### config.mk
export PLATFORM = sky130hd
export DESIGN_NAME = servo_slew_limited_setpoints_unit
export DESIGN_NICKNAME = d
export VERILOG_FILES = /design/src/design/svsl_pkg.sv /design/src/design/servo_slew_limited_setpoints_unit.sv /design/src/design/svsl_ctrl.sv /design/src/design/svsl_datapath.sv
export SDC_FILE = /design/constraint.sdc
export NUM_CORES = 1
export LEC_CHECK = 0
export ABC_AREA = 1
export BUFFER_PORTS_ARGS = -buffer_cell sky130_fd_sc_hd__buf_4
export CAP_MARGIN = 20
export CORE_MARGIN = 2
export CORE_UTILIZATION = 64
export CTS_CLUSTER_SIZE = 25
export DETAILED_ROUTE_END_ITERATION = 7
export HOLD_SLACK_MARGIN = 0.1
export PLACE_DENSITY = 0.82
export SLEW_MARGIN = 15
export SYNTH_ARGS = -nofsm -noshare
export SYNTH_HDL_FRONTEND = slang
export SYNTH_SLANG_ARGS = --single-unit
### constraint.sdc
create_clock -name clk -period 10.8 [get_ports clk]
set_input_delay 2.7 -clock clk [delete_from_list [all_inputs] [get_ports clk]]
set_output_delay 2.7 -clock clk [all_outputs]
set_load 0.02 [all_outputs]
### src/design/svsl_pkg.sv
// ----------------------------------------------------------------------------
// svsl_pkg: shared types and constants of the servo setpoint unit
// Channel count, item codes, register indexes, arithmetic widths and the
// command/status structs between the controller and the datapath.
// ----------------------------------------------------------------------------
package svsl_pkg;

  localparam int NUM_CH   = 4;                          // servo channels
  localparam int MAX_RES  = 4;                          // results per tick at most
  localparam int NUM_RES  = (NUM_CH < MAX_RES) ? NUM_CH : MAX_RES;
  localparam int CH_W     = 2;                          // channel field width

  localparam int NUM_W    = 24;                         // product / dividend width
  localparam int DIV_W    = 16;                         // divisor width
  localparam int CNT_W    = $clog2(NUM_W);              // divider step counter

  // position and pulse constants
  localparam logic [7:0]  POS_RESET = 8'd128;
  localparam logic [7:0]  POS_MAX   = 8'd255;
  localparam logic [7:0]  TGT_MIN   = 8'd20;
  localparam logic [7:0]  TGT_MAX   = 8'd235;
  localparam logic [14:0] PW_MUL    = 15'd75;
  localparam int          PW_SHIFT  = 4;                // divide by 16
  localparam logic [11:0] PW_OFS    = 12'd900;

  // register reset values
  localparam logic [7:0]         MAX_STEP_RST = 8'd6;
  localparam logic [7:0]         CENTER_RST   = 8'd128;
  localparam logic [14:0]        LEFT_RST     = 15'd5200;
  localparam logic signed [15:0] RIGHT_RST    = -16'sd5000;

  localparam int CFG_IDX_W  = 2;
  localparam int CFG_DATA_W = 16;

  typedef enum logic [1:0] {
    CMD_TICK   = 2'd0,
    CMD_RAW    = 2'd1,
    CMD_ANGLE  = 2'd2,
    CMD_ENABLE = 2'd3
  } cmd_code_t;

  typedef enum logic [CFG_IDX_W-1:0] {
    REG_MAX_STEP = 2'd0,
    REG_CENTER   = 2'd1,
    REG_LEFT     = 2'd2,
    REG_RIGHT    = 2'd3
  } reg_idx_t;

  // controller -> datapath
  typedef struct packed {
    logic            cap;        // capture the accepted item
    logic            set_raw;    // write raw target
    logic            set_en;     // write enable flag
    logic            slew;       // step every channel toward its target
    logic            ang_prep;   // angle-to-target product and divisor
    logic            t2a_prep;   // target-to-angle product and divisor
    logic            div_step;   // one restoring division step
    logic            ang_wr;     // write the converted target
    logic            out_load;   // load the result register
    logic            last;       // final result of the tick
    logic [CH_W-1:0] idx;        // channel being reported
  } ctrl_cmd_t;

  // datapath -> controller
  typedef struct packed {
    cmd_code_t item_cmd;         // code of the captured item
    logic      out_busy;         // result register full and not taken
  } dp_sts_t;

endpackage

### src/design/servo_slew_limited_setpoints_unit.sv
// ----------------------------------------------------------------------------
// servo_slew_limited_setpoints_unit: four-channel slew-limited servo setpoints
// Stores a target and an actual position per channel, converts angle
// requests to targets and, on each tick, steps positions and reports them.
// ----------------------------------------------------------------------------
//
//   channel  | direction | handshake          | moves
//   ---------+-----------+--------------------+-------------------------------
//   in_      | in        | in_valid/in_ready  | one command item
//   out_     | out       | out_valid/out_ready| one channel report
//   cfg_     | in        | cfg_valid/cfg_ready| one register write
//
// Raw-target and enable items are written in the decode state; an angle
// item runs through the 24-step serial divider. On a tick, each channel's
// target-to-angle conversion runs through the same divider.
// Items are taken one at a time; a stalled result holds the sequencer only
// when the next report is ready, and a new item may enter while the last
// report of a tick waits. Synchronous active-low reset restores all positions
// and targets to 128, enables to 1 and the registers to their defaults.
// Configuration writes are taken on every cycle.
// ----------------------------------------------------------------------------
module servo_slew_limited_setpoints_unit (
  input  logic                              clk,
  input  logic                              rst_n,
  // command items
  input  logic                              in_valid,
  output logic                              in_ready,
  input  logic [1:0]                        in_command,
  input  logic [svsl_pkg::CH_W-1:0]         in_channel,
  input  logic [7:0]                        in_raw_target,
  input  logic signed [15:0]                in_angle_in,
  input  logic                              in_enable_flag,
  // register writes
  input  logic                              cfg_valid,
  output logic                              cfg_ready,
  input  logic [svsl_pkg::CFG_IDX_W-1:0]    cfg_index,
  input  logic [svsl_pkg::CFG_DATA_W-1:0]   cfg_data,
  // channel reports
  output logic                              out_valid,
  input  logic                              out_ready,
  output logic [svsl_pkg::CH_W-1:0]         out_channel,
  output logic [11:0]                       out_pulse_width,
  output logic [7:0]                        out_position,
  output logic [7:0]                        out_goal,
  output logic signed [15:0]                out_goal_angle,
  output logic                              out_active,
  output logic                              out_last
);
  import svsl_pkg::*;

  ctrl_cmd_t cmd;   // sequencer commands
  dp_sts_t   sts;   // datapath status

  // sequencer: decode, divider step count, channel walk
  svsl_ctrl u_ctrl (
    .clk      (clk),
    .rst_n    (rst_n),
    .in_valid (in_valid),
    .in_ready (in_ready),
    .sts      (sts),
    .cmd      (cmd)
  );

  // state, arithmetic and result register
  svsl_datapath u_dp (
    .clk             (clk),
    .rst_n           (rst_n),
    .cmd             (cmd),
    .sts             (sts),
    .in_command      (in_command),
    .in_channel      (in_channel),
    .in_raw_target   (in_raw_target),
    .in_angle_in     (in_angle_in),
    .in_enable_flag  (in_enable_flag),
    .cfg_valid       (cfg_valid),
    .cfg_ready       (cfg_ready),
    .cfg_index       (cfg_index),
    .cfg_data        (cfg_data),
    .out_valid       (out_valid),
    .out_ready       (out_ready),
    .out_channel     (out_channel),
    .out_pulse_width (out_pulse_width),
    .out_position    (out_position),
    .out_goal        (out_goal),
    .out_goal_angle  (out_goal_angle),
    .out_active      (out_active),
    .out_last        (out_last)
  );

endmodule

### src/design/svsl_ctrl.sv
// ----------------------------------------------------------------------------
// svsl_ctrl: sequencer of the servo setpoint unit
// Decodes each item, runs the shared divider for its step count and walks
// the channels of a tick one result at a time.
// ----------------------------------------------------------------------------
module svsl_ctrl (
  input  logic                 clk,
  input  logic                 rst_n,
  input  logic                 in_valid,
  output logic                 in_ready,
  input  svsl_pkg::dp_sts_t    sts,
  output svsl_pkg::ctrl_cmd_t  cmd
);
  import svsl_pkg::*;

  typedef enum logic [8:0] {
    S_IDLE    = 9'b000000001,
    S_DECODE  = 9'b000000010,
    S_ANG_MUL = 9'b000000100,
    S_ANG_DIV = 9'b000001000,
    S_ANG_WR  = 9'b000010000,
    S_SLEW    = 9'b000100000,
    S_T2A_MUL = 9'b001000000,
    S_T2A_DIV = 9'b010000000,
    S_EMIT    = 9'b100000000
  } state_t;

  state_t           state_r, state_nxt;
  logic [CNT_W-1:0] cnt_r, cnt_nxt;
  logic [CH_W-1:0]  idx_r, idx_nxt;
  logic             div_done;
  logic             last_ch;

  assign div_done = (cnt_r == CNT_W'(NUM_W - 1));
  assign last_ch  = (idx_r == CH_W'(NUM_RES - 1));
  assign in_ready = (state_r == S_IDLE);

  always_comb begin
    state_nxt = state_r;
    cnt_nxt   = cnt_r;
    idx_nxt   = idx_r;
    cmd       = '0;
    cmd.idx   = idx_r;
    unique case (state_r)
      S_IDLE: begin
        if (in_valid) begin
          cmd.cap   = 1'b1;
          state_nxt = S_DECODE;
        end
      end
      S_DECODE: begin
        unique case (sts.item_cmd)
          CMD_RAW: begin
            cmd.set_raw = 1'b1;
            state_nxt   = S_IDLE;
          end
          CMD_ENABLE: begin
            cmd.set_en = 1'b1;
            state_nxt  = S_IDLE;
          end
          CMD_ANGLE: state_nxt = S_ANG_MUL;
          default:   state_nxt = S_SLEW;
        endcase
      end
      S_ANG_MUL: begin
        cmd.ang_prep = 1'b1;
        cnt_nxt      = '0;
        state_nxt    = S_ANG_DIV;
      end
      S_ANG_DIV: begin
        cmd.div_step = 1'b1;
        if (div_done) begin
          cnt_nxt   = '0;
          state_nxt = S_ANG_WR;
        end else begin
          cnt_nxt = cnt_r + CNT_W'(1);
        end
      end
      S_ANG_WR: begin
        cmd.ang_wr = 1'b1;
        state_nxt  = S_IDLE;
      end
      S_SLEW: begin
        cmd.slew  = 1'b1;
        idx_nxt   = '0;
        state_nxt = S_T2A_MUL;
      end
      S_T2A_MUL: begin
        cmd.t2a_prep = 1'b1;
        cnt_nxt      = '0;
        state_nxt    = S_T2A_DIV;
      end
      S_T2A_DIV: begin
        cmd.div_step = 1'b1;
        if (div_done) begin
          cnt_nxt   = '0;
          state_nxt = S_EMIT;
        end else begin
          cnt_nxt = cnt_r + CNT_W'(1);
        end
      end
      S_EMIT: begin
        if (!sts.out_busy) begin
          cmd.out_load = 1'b1;
          cmd.last     = last_ch;
          if (last_ch) begin
            idx_nxt   = '0;
            state_nxt = S_IDLE;
          end else begin
            idx_nxt   = idx_r + CH_W'(1);
            state_nxt = S_T2A_MUL;
          end
        end
      end
      default: state_nxt = S_IDLE;
    endcase
  end

  always_ff @(posedge clk) begin
    if (!rst_n) begin
      state_r <= S_IDLE;
      cnt_r   <= '0;
      idx_r   <= '0;
    end else begin
      state_r <= state_nxt;
      cnt_r   <= cnt_nxt;
      idx_r   <= idx_nxt;
    end
  end

endmodule

### src/design/svsl_datapath.sv
// ----------------------------------------------------------------------------
// svsl_datapath: channel state, registers, multiplier, divider and result
// Holds positions, targets and flags, the shared 16x8 multiplier and the
// one-bit-per-cycle restoring divider, and the output register.
// ----------------------------------------------------------------------------
module svsl_datapath (
  input  logic                              clk,
  input  logic                              rst_n,
  input  svsl_pkg::ctrl_cmd_t               cmd,
  output svsl_pkg::dp_sts_t                 sts,
  input  logic [1:0]                        in_command,
  input  logic [svsl_pkg::CH_W-1:0]         in_channel,
  input  logic [7:0]                        in_raw_target,
  input  logic signed [15:0]                in_angle_in,
  input  logic                              in_enable_flag,
  input  logic                              cfg_valid,
  output logic                              cfg_ready,
  input  logic [svsl_pkg::CFG_IDX_W-1:0]    cfg_index,
  input  logic [svsl_pkg::CFG_DATA_W-1:0]   cfg_data,
  output logic                              out_valid,
  input  logic                              out_ready,
  output logic [svsl_pkg::CH_W-1:0]         out_channel,
  output logic [11:0]                       out_pulse_width,
  output logic [7:0]                        out_position,
  output logic [7:0]                        out_goal,
  output logic signed [15:0]                out_goal_angle,
  output logic                              out_active,
  output logic                              out_last
);
  import svsl_pkg::*;

  typedef enum logic [1:0] {
    MODE_POS = 2'd0,   // angle >= 0 to target
    MODE_NEG = 2'd1,   // angle < 0 to target
    MODE_LO  = 2'd2,   // target at or below centre to angle
    MODE_HI  = 2'd3    // target above centre to angle
  } mode_t;

  // configuration
  logic [7:0]         ms_r;
  logic [7:0]         cp_r;
  logic [14:0]        ll_r;
  logic signed [15:0] rl_r;

  // channel state
  logic [7:0] act_r [NUM_CH];
  logic [7:0] tgt_r [NUM_CH];
  logic       en_r  [NUM_CH];
  logic [7:0] act_nxt [NUM_CH];

  // captured item
  cmd_code_t          cmd_r;
  logic [CH_W-1:0]    ch_r;
  logic [7:0]         raw_r;
  logic signed [15:0] ang_r;
  logic               flag_r;
  logic               ch_ok;

  // arithmetic
  mode_t              mode_r;
  logic               zdiv_r;
  logic [DIV_W-1:0]   div_r;
  logic [DIV_W-1:0]   rem_r;
  logic [NUM_W-1:0]   quo_r;
  logic [15:0]        mul_a;
  logic [7:0]         mul_b;
  logic [NUM_W-1:0]   prod;
  logic [DIV_W-1:0]   div_sel;
  logic               zdiv_sel;
  mode_t              mode_sel;
  logic [DIV_W:0]     shl;
  logic               ge;

  // helpers
  logic [7:0]         c_comp;      // 255 - centre
  logic [15:0]        rl_abs;
  logic [14:0]        a_pos;
  logic signed [15:0] a_neg;
  logic [15:0]        a_abs;
  logic [7:0]         t_sel;
  logic [NUM_W-1:0]   qv;
  logic [7:0]         t_raw;
  logic [7:0]         t_new;
  logic [15:0]        g_ang;
  logic [14:0]        pw_prod;
  logic [11:0]        pw;

  // output register
  logic               out_valid_r;
  logic [CH_W-1:0]    out_ch_r;
  logic [11:0]        out_pw_r;
  logic [7:0]         out_pos_r;
  logic [7:0]         out_goal_r;
  logic [15:0]        out_ang_r;
  logic               out_act_r;
  logic               out_last_r;

  assign cfg_ready    = 1'b1;
  assign sts.item_cmd = cmd_r;
  assign sts.out_busy = out_valid_r && !out_ready;
  assign ch_ok        = ({1'b0, ch_r} < (CH_W + 1)'(NUM_CH));

  assign c_comp = POS_MAX - cp_r;
  assign rl_abs = rl_r[15] ? (~rl_r + 16'd1) : rl_r;
  assign a_pos  = (ang_r[14:0] > ll_r) ? ll_r : ang_r[14:0];
  assign a_neg  = (ang_r < rl_r) ? rl_r : ang_r;
  assign a_abs  = a_neg[15] ? (~a_neg + 16'd1) : a_neg;
  assign t_sel  = tgt_r[cmd.idx];

  // operand selection for the shared multiplier and divisor
  always_comb begin
    mul_a    = '0;
    mul_b    = '0;
    div_sel  = '0;
    zdiv_sel = 1'b0;
    mode_sel = MODE_POS;
    if (cmd.ang_prep) begin
      if (!ang_r[15]) begin
        mul_a    = {1'b0, ll_r - a_pos};
        mul_b    = cp_r;
        div_sel  = {1'b0, ll_r};
        zdiv_sel = (ll_r == '0);
        mode_sel = MODE_POS;
      end else begin
        mul_a    = a_abs;
        mul_b    = c_comp;
        div_sel  = rl_abs;
        zdiv_sel = (rl_r == '0);
        mode_sel = MODE_NEG;
      end
    end else begin
      if (t_sel <= cp_r) begin
        mul_a    = {1'b0, ll_r};
        mul_b    = t_sel;
        div_sel  = {8'd0, cp_r};
        zdiv_sel = (cp_r == '0);
        mode_sel = MODE_LO;
      end else begin
        mul_a    = rl_abs;
        mul_b    = t_sel - cp_r;
        div_sel  = {8'd0, c_comp};
        zdiv_sel = 1'b0;
        mode_sel = MODE_HI;
      end
    end
  end

  assign prod = NUM_W'(mul_a) * NUM_W'(mul_b);

  // restoring division, one quotient bit per step
  assign shl = {rem_r, quo_r[NUM_W-1]};
  assign ge  = (shl >= {1'b0, div_r});

  // finishing the quotient
  assign qv = zdiv_r ? '0 : quo_r;

  always_comb begin
    t_raw = qv[7:0];
    case (mode_r)
      MODE_POS: t_raw = zdiv_r ? cp_r : qv[7:0];
      MODE_NEG: t_raw = qv[7:0] + cp_r;
      default:  t_raw = qv[7:0];
    endcase
    if (t_raw < TGT_MIN) begin
      t_new = TGT_MIN;
    end else if (t_raw > TGT_MAX) begin
      t_new = TGT_MAX;
    end else begin
      t_new = t_raw;
    end
  end

  always_comb begin
    if (mode_r == MODE_LO) begin
      g_ang = {1'b0, ll_r} - qv[15:0];
    end else if (rl_r[15]) begin
      g_ang = ~qv[15:0] + 16'd1;
    end else begin
      g_ang = qv[15:0];
    end
  end

  assign pw_prod = 15'(act_r[cmd.idx]) * PW_MUL;
  assign pw      = 12'(pw_prod >> PW_SHIFT) + PW_OFS;

  // slew step of every channel
  always_comb begin
    logic [8:0] a_up;
    logic [8:0] t_up;
    for (int i = 0; i < NUM_CH; i++) begin
      a_up = {1'b0, act_r[i]} + {1'b0, ms_r};
      t_up = {1'b0, tgt_r[i]} + {1'b0, ms_r};
      if ({1'b0, act_r[i]} > t_up) begin
        act_nxt[i] = act_r[i] - ms_r;
      end else if (a_up < {1'b0, tgt_r[i]}) begin
        act_nxt[i] = a_up[7:0];
      end else begin
        act_nxt[i] = tgt_r[i];
      end
    end
  end

  // configuration registers
  always_ff @(posedge clk) begin
    if (!rst_n) begin
      ms_r <= MAX_STEP_RST;
      cp_r <= CENTER_RST;
      ll_r <= LEFT_RST;
      rl_r <= RIGHT_RST;
    end else if (cfg_valid) begin
      unique case (reg_idx_t'(cfg_index))
        REG_MAX_STEP: ms_r <= cfg_data[7:0];
        REG_CENTER:   cp_r <= cfg_data[7:0];
        REG_LEFT:     ll_r <= cfg_data[14:0];
        REG_RIGHT:    rl_r <= cfg_data;
        default:      ;
      endcase
    end
  end

  // channel state
  always_ff @(posedge clk) begin
    if (!rst_n) begin
      for (int i = 0; i < NUM_CH; i++) begin
        act_r[i] <= POS_RESET;
        tgt_r[i] <= POS_RESET;
        en_r[i]  <= 1'b1;
      end
    end else begin
      if (cmd.slew) begin
        for (int i = 0; i < NUM_CH; i++) begin
          act_r[i] <= act_nxt[i];
        end
      end
      if (cmd.set_raw && ch_ok) begin
        tgt_r[ch_r] <= raw_r;
      end
      if (cmd.ang_wr && ch_ok) begin
        tgt_r[ch_r] <= t_new;
      end
      if (cmd.set_en && ch_ok) begin
        en_r[ch_r] <= flag_r;
      end
    end
  end

  // captured item, control part
  always_ff @(posedge clk) begin
    if (!rst_n) begin
      cmd_r <= CMD_TICK;
    end else if (cmd.cap) begin
      cmd_r <= cmd_code_t'(in_command);
    end
  end

  // captured item, payload part
  always_ff @(posedge clk) begin
    if (cmd.cap) begin
      ch_r   <= in_channel;
      raw_r  <= in_raw_target;
      ang_r  <= in_angle_in;
      flag_r <= in_enable_flag;
    end
  end

  // multiplier result, divisor and divider iteration
  always_ff @(posedge clk) begin
    if (cmd.ang_prep || cmd.t2a_prep) begin
      quo_r  <= prod;
      rem_r  <= '0;
      div_r  <= div_sel;
      zdiv_r <= zdiv_sel;
      mode_r <= mode_sel;
    end else if (cmd.div_step) begin
      rem_r <= ge ? DIV_W'(shl - {1'b0, div_r}) : shl[DIV_W-1:0];
      quo_r <= {quo_r[NUM_W-2:0], ge};
    end
  end

  // result register
  always_ff @(posedge clk) begin
    if (!rst_n) begin
      out_valid_r <= 1'b0;
    end else if (cmd.out_load) begin
      out_valid_r <= 1'b1;
    end else if (out_ready) begin
      out_valid_r <= 1'b0;
    end
  end

  always_ff @(posedge clk) begin
    if (cmd.out_load) begin
      out_ch_r   <= cmd.idx;
      out_pw_r   <= pw;
      out_pos_r  <= act_r[cmd.idx];
      out_goal_r <= tgt_r[cmd.idx];
      out_ang_r  <= g_ang;
      out_act_r  <= en_r[cmd.idx];
      out_last_r <= cmd.last;
    end
  end

  assign out_valid       = out_valid_r;
  assign out_channel     = out_ch_r;
  assign out_pulse_width = out_pw_r;
  assign out_position    = out_pos_r;
  assign out_goal        = out_goal_r;
  assign out_goal_angle  = out_ang_r;
  assign out_active      = out_act_r;
  assign out_last        = out_last_r;

`ifndef SYNTHESIS
  // at or below centre the quotient never exceeds the left limit
  a_lo_range: assert property (@(posedge clk) disable iff (!rst_n)
    (cmd.out_load && mode_r == MODE_LO && !zdiv_r) |-> (quo_r <= NUM_W'(ll_r)))
    else $error("target-to-angle quotient above left limit");

  // above centre the quotient never exceeds the right limit magnitude
  a_hi_range: assert property (@(posedge clk) disable iff (!rst_n)
    (cmd.out_load && mode_r == MODE_HI) |-> (quo_r <= NUM_W'(rl_abs)))
    else $error("target-to-angle quotient above right limit");

  // on channel 0, a tick lands on the target or moves exactly max_step
  a_slew: assert property (@(posedge clk) disable iff (!rst_n)
    cmd.slew |=> (act_r[0] == tgt_r[0]) ||
                 (act_r[0] == $past(act_r[0]) - ms_r) ||
                 (act_r[0] == $past(act_r[0]) + ms_r))
    else $error("slew step out of range on channel 0");
`endif

endmodule
* Word level (Yosys, flattened, before mapping) *
Memories as Yosys holds them, arrays and structs flattened. A register that Yosys moved wholly into a read port is not among the register bits.
Index checks and enable logic that the tools add are counted.

word-level totals
  register bits = 199
  RAM bits = 68
  bits of input ports = 52
  output and inout bits = 51
  logic and storage cells = 214
  memories kept = 3

cells by class
  $add $sub $neg = 24
  multipliers = 2
  order comparisons = 14
  equality and inequality tests = 23
  muxes and demuxes = 91
  bitwise gates (word level) = 9
  reduce and logical (&&, ||, !) cells = 24

memory list
  memory      words  width  rd ports  clocked after Yosys merged registers in  wr ports  line                 text
  u_dp.act_r  4      8      5         1                                        4         svsl_datapath.sv:46  logic [7:0] act_r [NUM_CH];
  u_dp.tgt_r  4      8      5         1                                        4         svsl_datapath.sv:47  logic [7:0] tgt_r [NUM_CH];
  u_dp.en_r   4      1      1         1                                        4         svsl_datapath.sv:48  logic en_r [NUM_CH];

operators by type and width
  operator                                            count
  two-way mux 16 bit                                  12
  two-way mux 8 bit                                   21
  adder 8 x 8 -> 9 bit                                8
  case mux 9 bit (8 select lines)                     1
  adder 16 x 1 -> 16 bit (second input constant)      3
  two-way mux 24 bit                                  2
  NOT 16 bit                                          3
  subtractor 8 bit                                    5
  greater-than comparator 8 x 9 -> 1 bit              4
  less-than comparator 9 x 8 -> 1 bit                 4
  two-way mux 9 bit                                   4
  two-way mux 1 bit                                   32
  multiplier 16 x 8 -> 24 bit                         1
  two-way mux 2 bit                                   12
  greater-or-equal comparator 17 x 16 -> 1 bit        1
  logical NOT 16 bit                                  1
  less-than comparator 16 bit                         1
  case mux 8 bit (2 select lines)                     1
  subtractor 15 x 16 -> 16 bit                        1
  subtractor 16 bit                                   1
  greater-than comparator 15 bit                      1
  logical NOT 15 bit                                  1
  multiplier 8 x 7 -> 15 bit (second input constant)  1
  two-way mux 15 bit                                  1
  41 further kinds                                    65

* Longest topological paths before layout *
Gate-level depths: netlist of the first run.

  word-level depth = 9
  mapped depth = 51
  mapped depth without buffers = 50

* By module *
Synthesis of the first run repeated with hierarchy kept, for this count alone.

second synthesis, totals
  cell total of the unflattened synthesis = 3397
  area, all modules = 26361.5 um^2

modules (own cells, without submodules)
  module         times used  cells an instance  area each (um^2)  sequential area each (um^2)
  svsl_datapath  1           3230               25301.8           6906.6
  svsl_ctrl      1           167                1059.8            320.3

* Worst setup path before layout of the first run *
OpenSTA, ideal clock, no wires.

  path kind = reg-to-reg
  start point = register u_dp.ll_r[8]
  end point = register u_dp.quo_r[20] (data pin)
  setup time = 0.269 ns
  data arrival time = 7.511 ns
  data required time = 10.531 ns
  path slack = 3.020 ns
  stages on the path, launching flop included = 41
  buffers on the path = 2
  clock period less this slack = 7.780 ns
  cells stage by stage = dfxtp_1 > inv_1 > ha_1 > nand2_1 > inv_1 > o21ai_0 > a21oi_1 > a2111oi_0 > nand2_1 > nand2_1 > clkbuf_1 > clkbuf_1 > o21ai_0 > ha_1 > fa_1 > o31ai_1 > xnor2_1 > a21oi_1 > [5 not listed] > inv_1 > fa_1 > inv_1 > fa_1 > inv_1 > fa_1 > inv_1 > ha_1 > nand2_1 > inv_1 > a21oi_1 > o21ai_0 > a21boi_0 > o21ai_0 > a31oi_1 > o21ai_0 > xor2_1 > o21ai_0

between the ends
  cells in the longest elaborated chain, start to end = 7
  elaborated cells between the ends (all ways) = 8
  classes of those cells = add/sub: 1; mul: 1; order compare: 1; mux: 5

ends and longest elaborated chain
  item                             line                  text
  start, declared                  svsl_datapath.sv:42   logic [14:0] ll_r;
  start signal, assigned           svsl_datapath.sv:214  REG_LEFT: ll_r <= cfg_data[14:0];
  greater-than comparator 15 bit   svsl_datapath.sv:105  assign a_pos = (ang_r[14:0] > ll_r) ? ll_r : ang_r[14:0];
  two-way mux 15 bit               svsl_datapath.sv:105
  subtractor 15 bit                svsl_datapath.sv:119  mul_a = {1'b0, ll_r - a_pos};
  two-way mux 16 bit               svsl_datapath.sv:118  if (!ang_r[15]) begin
  two-way mux 16 bit (*)           svsl_datapath.sv:117  if (cmd.ang_prep) begin
  multiplier 16 x 8 -> 24 bit (*)  svsl_datapath.sv:148  assign prod = NUM_W'(mul_a) * NUM_W'(mul_b);
  two-way mux 24 bit (*)           svsl_datapath.sv:268  if (cmd.ang_prep || cmd.t2a_prep) begin
  end signal, assigned             svsl_datapath.sv:269  quo_r <= prod;
  end signal, assigned             svsl_datapath.sv:276  quo_r <= {quo_r[NUM_W-2:0], ge};
  end, declared                    svsl_datapath.sv:64   logic [NUM_W-1:0] quo_r;

Every way passes the cells marked *; elsewhere a longest branch is shown, timed or not.
A chain may end at the register's enable or synchronous reset.

* Final worst setup path of the first run *
  start point = register u_dp.ll_r[1]
  end point = register u_dp.quo_r[23] (data pin)

The elaborated chain is that of the path after synthesis.

==> results of run 1 <==
[cell usage in the layout (no fill, tap or decap), types with 11 or more instances in the layout]
cell / netlist / final
nand2_1: 565 / 565
inv_1: 531 / 531
a21oi_1: 391 / 391
ha_1: 327 / 327
o21ai_0: 288 / 287
nor2_1: 265 / 264
edfxtp_1: 186 / 186
buf_4: 2 / 126
nand3_1: 118 / 118
fa_1: 107 / 107
xor2_1: 89 / 89
dfxtp_1: 84 / 84
xnor2_1: 52 / 52
o211ai_1: 49 / 49
nor3_1: 37 / 37
clkbuf_16: 0 / 33
nand4_1: 29 / 29
o21bai_1: 25 / 25
nand2_2: 20 / 20
a21o_1: 13 / 13
o31ai_1: 13 / 13
nor2_2: 12 / 12
nor4_1: 11 / 11
[path summary, 6_finish.rpt]
check,end,cells past startpoint
max,u_dp.quo_r[23],43
min reg2reg,u_dp.rem_r[15],2
max reg2reg,u_dp.quo_r[23],43
min,u_dp.rem_r[15],2
[flip-flops by register name, summed over array words and instances (netlist names), 16 cells and up, named ones only]
name / count
u_dp.out_goal_angle: 16
u_dp.div_r: 16
u_dp.tgt_r: 32
u_dp.ang_r: 16
u_dp.quo_r: 24
u_dp.rem_r: 16
u_dp.rl_r: 16
u_dp.act_r: 32
[worst max-delay path: cells and delay by family, from the launching register on]
kind	cells	cell delay (ns)
adder cells (fa/ha/maj)	7	3.08
AO/OA/AOI/OAI	12	2.78
AND/OR/NAND/NOR	16	2.16
buffers and inverters	6	0.63
flip-flops	1	0.47
XOR/XNOR	2	0.15
[layout make-up]
class | count | area, um2 | area share [%]
clock buffer | 38 | 853.3 | 2.948
clock inverter | 20 | 227.7 | 0.7867
inverter | 546 | 2052 | 7.089
multi-input combinational | 2525 | 16880 | 58.30
sequential | 270 | 7267 | 25.10
tap | 532 | 665.6 | 2.299
timing repair buffer | 129 | 1006 | 3.475
[power groups by stage]
stage | combinational (W) | sequential, W | clock, W
after floorplan | 0.00377 | 0.00136 | 0
after global placement | 0.00469 | 0.00139 | 0
after detailed placement | 0.00487 | 0.00139 | 0
after CTS | 0.00493 | 0.00137 | 0.00113
after global routing | 0.00569 | 0.00139 | 0.00117
final | 0.00499 | 0.00138 | 0.00114
[synthesized netlist by cell type, types with 37 or more instances]
| library cell | n | share of area (%) |
|---|---|---|
| nand2_1 | 565 | 8.0 |
| fa_1 | 107 | 8.1 |
| dfxtp_1 | 84 | 6.3 |
| nor3_1 | 37 | 0.70 |
| o211ai_1 | 49 | 1.4 |
| o21ai_0 | 288 | 5.4 |
| xor2_1 | 89 | 2.9 |
| edfxtp_1 | 186 | 21 |
| xnor2_1 | 52 | 1.7 |
| nand3_1 | 118 | 2.2 |
| inv_1 | 531 | 7.5 |
| ha_1 | 327 | 15 |
| a21oi_1 | 391 | 7.4 |
| clkbuf_1 | 54 | 0.76 |
| nor2_1 | 265 | 3.8 |
[cell families after synthesis]
group,after synthesis
and+or+nand+nor,1094
AOI/OAI and AO/OA,855
buffers and inverters,623
adders and majority gates,434
DFF,270
xor gates and xnor gates,141
other,1
[routing by layer]
layer | global-route usage (%) | routed length, um | up-vias
met4 | 26.21 | 6761 | 6
met2 | 64.71 | 39020 | 1282
met5 | 0 | 38 | -
li1 | - | - | 11660
met1 | 47.81 | 32420 | 11690
met3 | 6.188 | 6961 | 360
[stage by stage]
step           power [W]  utilization (%)
4_1_cts         0.007437            70.72
3_3_place_gp    0.006084            68.07
5_1_grt         0.008252            70.90
6_report        0.007504            70.90
2_1_floorplan   0.005122                -
3_5_place_dp    0.006265            68.07
==> run summary, run 1 <==
The setup slack at placement came out at 0.8922 ns. Across the VDD grid, the largest voltage drop is 1.007 mV. The number of cells produced by synthesis is 3418.

The leakage power is 13.97 nW. The area of the die is 43090 um2. The sequential element share of the synthesized area came out at 27.40%.

The count of maximum capacitance violations is 0. The half-perimeter wire length after placement came out at 66830 um. The highest cell delay on the worst timing path is 0.60 ns. The net switching power figure is 0.003777 W. The initial antenna violation count is 3. The clock network latency to the later pin of the worst-skew pair is 0.62 ns. The final weighted congestion of routability-driven global placement came out at 1.015. The worst min-delay path category is reg -> reg.

Summing every instance area after synthesis gives 26520 um2. The starting density of the core came out at 64.95%. The number of nets in the final layout is 3989. The startpoint of the worst hold path is u_dp.rem_r[15]. Static timing analysis puts the maximum clock frequency at 0.1048 GHz. The clock transition time at the flip-flop clock pins of the worst setup and hold paths is 0.06 ns. The die extent in y is 207.6 um. The cell that appears most often on the critical path is nand2_1.

The via count of the first global-routing pass is 24.67k. The total internal power came out at 0.003727 W. The chip width came out at 207.6 um. Gates resized during post-CTS repair numbered 0.

The post-route netlist has 7.228% of its cells at a drive strength greater than 1. The fraction of power consumed by combinational cells came out at 66.5%. STA classifies the critical path startpoint as a flip-flop. Measured against its own limit, the worst slew margin works out to 32.89%. By startpoint and endpoint, the worst setup path is classified as reg -> reg. Each instance of the synthesized netlist takes up on average 7.759 um2. The worst setup path is captured at a flip-flop. The setup total negative slack came out at 0 ns. The fill cell instance count of the final layout came out at 3277. The register bit count reported by yosys came out at 270. The most used flip-flop cell after synthesis is edfxtp_1. The maximum level of the CTS H-tree is 1. The worst reg-to-reg setup slack came out at 1.26 ns. The final worst slack is 1.261 ns. The number of warnings issued by yosys came out at 0. Net switching is 50.33% of the power. The global-route wire length before repair came out at 133700 um.

The adder-cell share of the synthesized area is 23.50%. Final hold analysis gives a worst-case slack of 0.4770 ns. Across the routed clock network, the largest skew measured is 0.02357 ns. The clock sink count is 270. Counting every net in the synthesized netlist gives 3904.

The average via count per standard cell is 6.156. The required time of the worst setup path is 11.17 ns. The count of input and output buffers came out at 101.

For this run the aggregate overflow at the end of global routing stands at 0. The minimum period implied by the final worst setup slack came out at 9.539 ns. By area, the combinational part of the netlist is dominated by adder cells. The total cell area at the placement stage came out at 27800 um2. The number of design rule violations left after detail routing came out at 0. The sequential cell fraction of total power came out at 18.4%.

Leaving out filler cells and counting taps, the final layout contains 4060. The setup violation total in the final timing report came out at 0. The final hold violation count is 0. The global-route total usage across every layer is 39.31%. The startpoint of the worst setup timing path is u_dp.ll_r[1]. The worst-path maximum fanout is 29.

The data arrival time at the worst-slack endpoint is 9.91 ns. Summed over all layers, the routed wires come to 85210 um. The max-slew violation count is 0.

The number of buffers inserted to repair setup after CTS is 0. The number of buffers created by CTS came out at 31. Setup repair after global routing left no endpoint under its margin. The fraction of power consumed by the clock network is 15.1%. The number of flops mapped to enable cells by yosys came out at 186.

The count of antenna diodes in the layout came out at 0. The run finished with clean final reports. 103 I/O pins were placed. The post-synthesis compound-gate area fraction came out at 17.90%. The cell at the slowest stage of the critical path is fa_1. CTS placed an instance of clkbuf_16 at the clock tree root. The number of cell rows came out at 74. Of the available clock period, the critical path in the final layout requires 88.33%. The first routing iteration left 2421 violations.

The number of distinct library cell variants in the gate-level netlist after synthesis is 67. The final instance area is 28950 um2. The first-pass iteration count of the detailed router is 5. The number of buffers inserted by hold repair at cts is 0. After detailed routing, the average wire length per cell comes to 20.99 um. The post-synthesis simple-gate area fraction is 17.51%. In this run the critical register-to-register path is launched from u_dp.ll_r[1]. The area added between synthesis and finish came out at 9.148%. The largest net degree at the start of global routing is 59.

The final route contains 24.99k vias. Counting tap cells, the placed design contains a total of 3998 instances. The measured slew at the worst slew-check pin is 0.9962 ns.

The power density over the cells is 259.2 nW/um2. The maximum number of buffers from clock root to sink is 3. The area of the core region is 40830 um2. The clock tree from TritonCTS is yes. The proportion of synthesized area in mux cells is 0%.

The async set-or-reset flop fraction in the synthesized netlist is 0%. The number of nets still failing antenna checks after routing came out at 0. The xor and xnor fraction of the mapped netlist area came out at 4.656%.
Power figures use the tool's default switching activity.
==> inputs of run 2 (changes only) <==
--- a/config.mk
+++ b/config.mk
@@ -8,12 +8,14 @@
 export ABC_AREA = 1
 export BUFFER_PORTS_ARGS = -buffer_cell sky130_fd_sc_hd__buf_4
 export CAP_MARGIN = 20
+export CELL_PAD_IN_SITES_DETAIL_PLACEMENT = 1
+export CELL_PAD_IN_SITES_GLOBAL_PLACEMENT = 1
 export CORE_MARGIN = 2
-export CORE_UTILIZATION = 64
+export CORE_UTILIZATION = 48
 export CTS_CLUSTER_SIZE = 25
 export DETAILED_ROUTE_END_ITERATION = 7
 export HOLD_SLACK_MARGIN = 0.1
-export PLACE_DENSITY = 0.82
+export PLACE_DENSITY_LB_ADDON = 0.1
 export SLEW_MARGIN = 15
 export SYNTH_ARGS = -nofsm -noshare
 export SYNTH_HDL_FRONTEND = slang
==> run 2 against run 1 <==
- clock power rose by 4%
- maximum frequency rose by 0.27%
- combinational power rose by 2%
- critical endpoint is now u_dp.quo_r[20]
- largest power group unchanged
==> run summary, run 2 (synthesis results as in run 1) <==
The upper clock frequency limit came to 0.1051 GHz (+0.27%). Leaving out fill and tap cells, the most frequent cell in the layout is nand2_1. The final hold violation count came out at 0 (unchanged).

The routed wire length came out at 96570 um (+13%). The quantity of gates resized following cts came out at 0 (unchanged). The worst-case headroom to the max-slew limit is 29.06% (-3.8 points). The path length in cells of the critical path is 40 (-7.0%). The placed cell count is 4169 (+4.3%). The worst flop-to-flop path endpoint is u_dp.quo_r[20]. The power density over the cells came to 262.9 nW/um2 (+1.4%). The maximum vdd ir drop came out at 0.7412 mV (-26%).

The total global routing overflow is 0 (unchanged). The area added between synthesis and finish came out at 9.950%. The number of nets still failing antenna checks after routing came out at 0 (unchanged). The initial antenna violation count came out at 3 (unchanged). The data arrival time at the worst-slack endpoint came to 9.82 ns (-0.09 ns).

The largest registers in the layout are u_dp.act_r x32, u_dp.tgt_r x32, u_dp.quo_r x24. The fraction of power consumed by combinational cells came out at 66.4% (about the same). The leakage power came out at 13.95 nW (-0.14%). The clock transition time at the flip-flop clock pins of the worst setup and hold paths is 0.06 ns (about the same). The worst reg-to-reg path cell count is 40 (-7.0%).

The per-cell routed wire length was 22.80 um (+8.6%). The maximum number of buffers from clock root to sink is 3 (unchanged). The final weighted congestion of routability-driven global placement is 0.9892 (-2.5%). The measured slew at the worst slew-check pin came out at 1.054 ns (+0.05820 ns). The highest cell delay on the worst timing path is 0.78 ns (+0.18 ns). The number of buffers inserted by hold repair at cts came to 0 (unchanged).

The sequential cell fraction of total power is 18.0% (-0.4 points). The violation count after the first detailed-route iteration is 1680 (-31%). The first-pass iteration count of the detailed router is 7 (+2).

The ratio of cells with drive above 1 in the final layout was 7.191% (-0.036 points). The number of buffers created by CTS is 36 (+16%). The net switching power figure came to 0.003913 W (+3.6%). The setup skew after layout was 0.02618 ns (+0.002611 ns). On the critical path, the stage with the largest delay is an instance of dfxtp_1.

The required time of the worst setup path came out at 11.10 ns (-0.07 ns). The chip width came out at 239.1 um (+15%). The number of buffers inserted to repair setup after CTS came out at 0 (unchanged).

The total internal power came out at 0.003752 W (+0.66%). The count of maximum capacitance violations came out at 0 (unchanged). The via count is 24.80k (-0.76%). The clock root buffer is clkbuf_16.

The switching portion of total power is 51.05% (+0.72 points). The critical path's most frequent cell is inv_1. The fill cell instance count of the final layout is 6838 (+110%).

The worst min-delay path category is reg -> reg. The clock network latency to the later pin of the worst-skew pair was 0.58 ns (-0.04 ns). The starting density of the core is 48.33% (-17 points).

The final worst-path cycle share came out at 88.09% (-0.24 points). The clock sink count is 270 (unchanged). The global-route wire length before repair was 150000 um (+12%). The count of antenna diodes in the layout is 0 (unchanged). The buffering stage count on the worst path with inverters included is 10 (+4). The count of input and output buffers came out at 101 (unchanged). The via count of the first global-routing pass is 26.56k (+7.7%). The average via count per standard cell came out at 5.856 (-4.9%). The half-perimeter wire length after placement is 76840 um (+15%). The maximum level of the CTS H-tree came out at 2 (+1).

The number of design rule violations left after detail routing came out at 0 (unchanged). The number of cell rows came out at 86 (+16%). The worst-path maximum fanout came out at 51 (+76%). The largest net degree at the start of global routing was 53 (-10%). Setup repair after global routing left no endpoint under its margin. The area of the die was 57150 um2 (+33%). The setup violation total in the final timing report is 0 (unchanged).

TritonCTS built the clock tree. The minimum period implied by the final worst setup slack is 9.513 ns (-0.02588 ns). The worst setup path is launched from a flip-flop. The die extent in y came out at 239.1 um (+15%).

The global-route total usage across every layer is 34.09% (-5.2 points). Grouping stages by cell kind, the critical path spends the most delay in adder cells. The fraction of power consumed by the clock network is 15.6% (+0.5 points). The critical path is of the reg -> reg type.

The area of the core region was 54880 um2 (+34%). The I/O pin count came out at 103 (unchanged). The worst reg-to-reg setup slack came out at 1.29 ns (+0.03 ns). The number of nets in the final layout is 3991 (+0.050%).

The setup total negative slack came out at 0 ns (unchanged). The top cell types in the final layout, fill and taps aside, are 565 x nand2_1, 531 x inv_1, 391 x a21oi_1. The number of standard cells in the layout, taps in and fillers out came out at 4236 (+4.3%).

The flow ran to the end, and the final reports show no timing, DRC or antenna violations. The startpoint of the worst hold path is u_dp.cmd_r[0]. The category of the worst setup path capture point is a flip-flop. The max-slew violation count came out at 0 (unchanged).

The capture point of the worst path is u_dp.quo_r[20].
[run 2: worst min path at each step]
stage,end,slack (ns),cells after the start
floorplan,u_ctrl.state_r[2],0.42,1
global placement,u_dp.rem_r[15],0.44,2
CTS,u_ctrl.state_r[2],0.47,1
detailed placement,u_ctrl.state_r[5],0.45,1
finish,u_ctrl.state_r[2],0.48,1
global route,u_dp.rem_r[2],0.50,2
[run 2: stage by stage]
step | worst slack, ns | utilization, % | total power [W] | cell area (um2) | hold slack (ns)
floorplan | 3.020 | - | 0.005122 | 26520 | 0.4221
global placement | 1.824 | 51.03 | 0.006292 | 28000 | 0.4410
detailed placement | 1.225 | 51.03 | 0.006468 | 28000 | 0.4504
CTS | 1.194 | 53.07 | 0.007691 | 29130 | 0.4743
global route | 0.4660 | 53.14 | 0.008457 | 29160 | 0.5030
finish | 1.287 | 53.14 | 0.007665 | 29160 | 0.4787
[run 2: layout make-up]
cell class	count	area, um2	area share [%]
Multi-Input combinational cell	2525	16870	57.87
Sequential cell	270	7267	24.92
Inverter	546	2052	7.037
Timing Repair Buffer	126	963.4	3.304
Clock buffer	44	940.9	3.227
Tap cell	704	880.8	3.021
Clock inverter	21	181.4	0.6222
[run 2: power groups by stage]
stage | sequential [W] | combinational [W] | clock [W]
5_1_grt | 0.00139 | 0.00582 | 0.00124
3_5_place_dp | 0.00140 | 0.00507 | 0
2_1_floorplan | 0.00136 | 0.00377 | 0
6_report | 0.00138 | 0.00509 | 0.00119
4_1_cts | 0.00138 | 0.00511 | 0.00120
3_3_place_gp | 0.00140 | 0.00490 | 0
[run 2: routing by layer]
| metal | global-route usage (%) | wire [um] | up-vias | share of wire [%] |
|---|---|---|---|---|
| met2 | 60.97 | 47920 | 647 | 50 |
| met1 | 39.47 | 38770 | 12230 | 40 |
| met4 | 19.20 | 6020 | 6 | 6.2 |
| li1 | - | - | 11650 | - |
| met5 | 0 | 42 | - | 0.043 |
| met3 | 4.018 | 3820 | 268 | 4.0 |
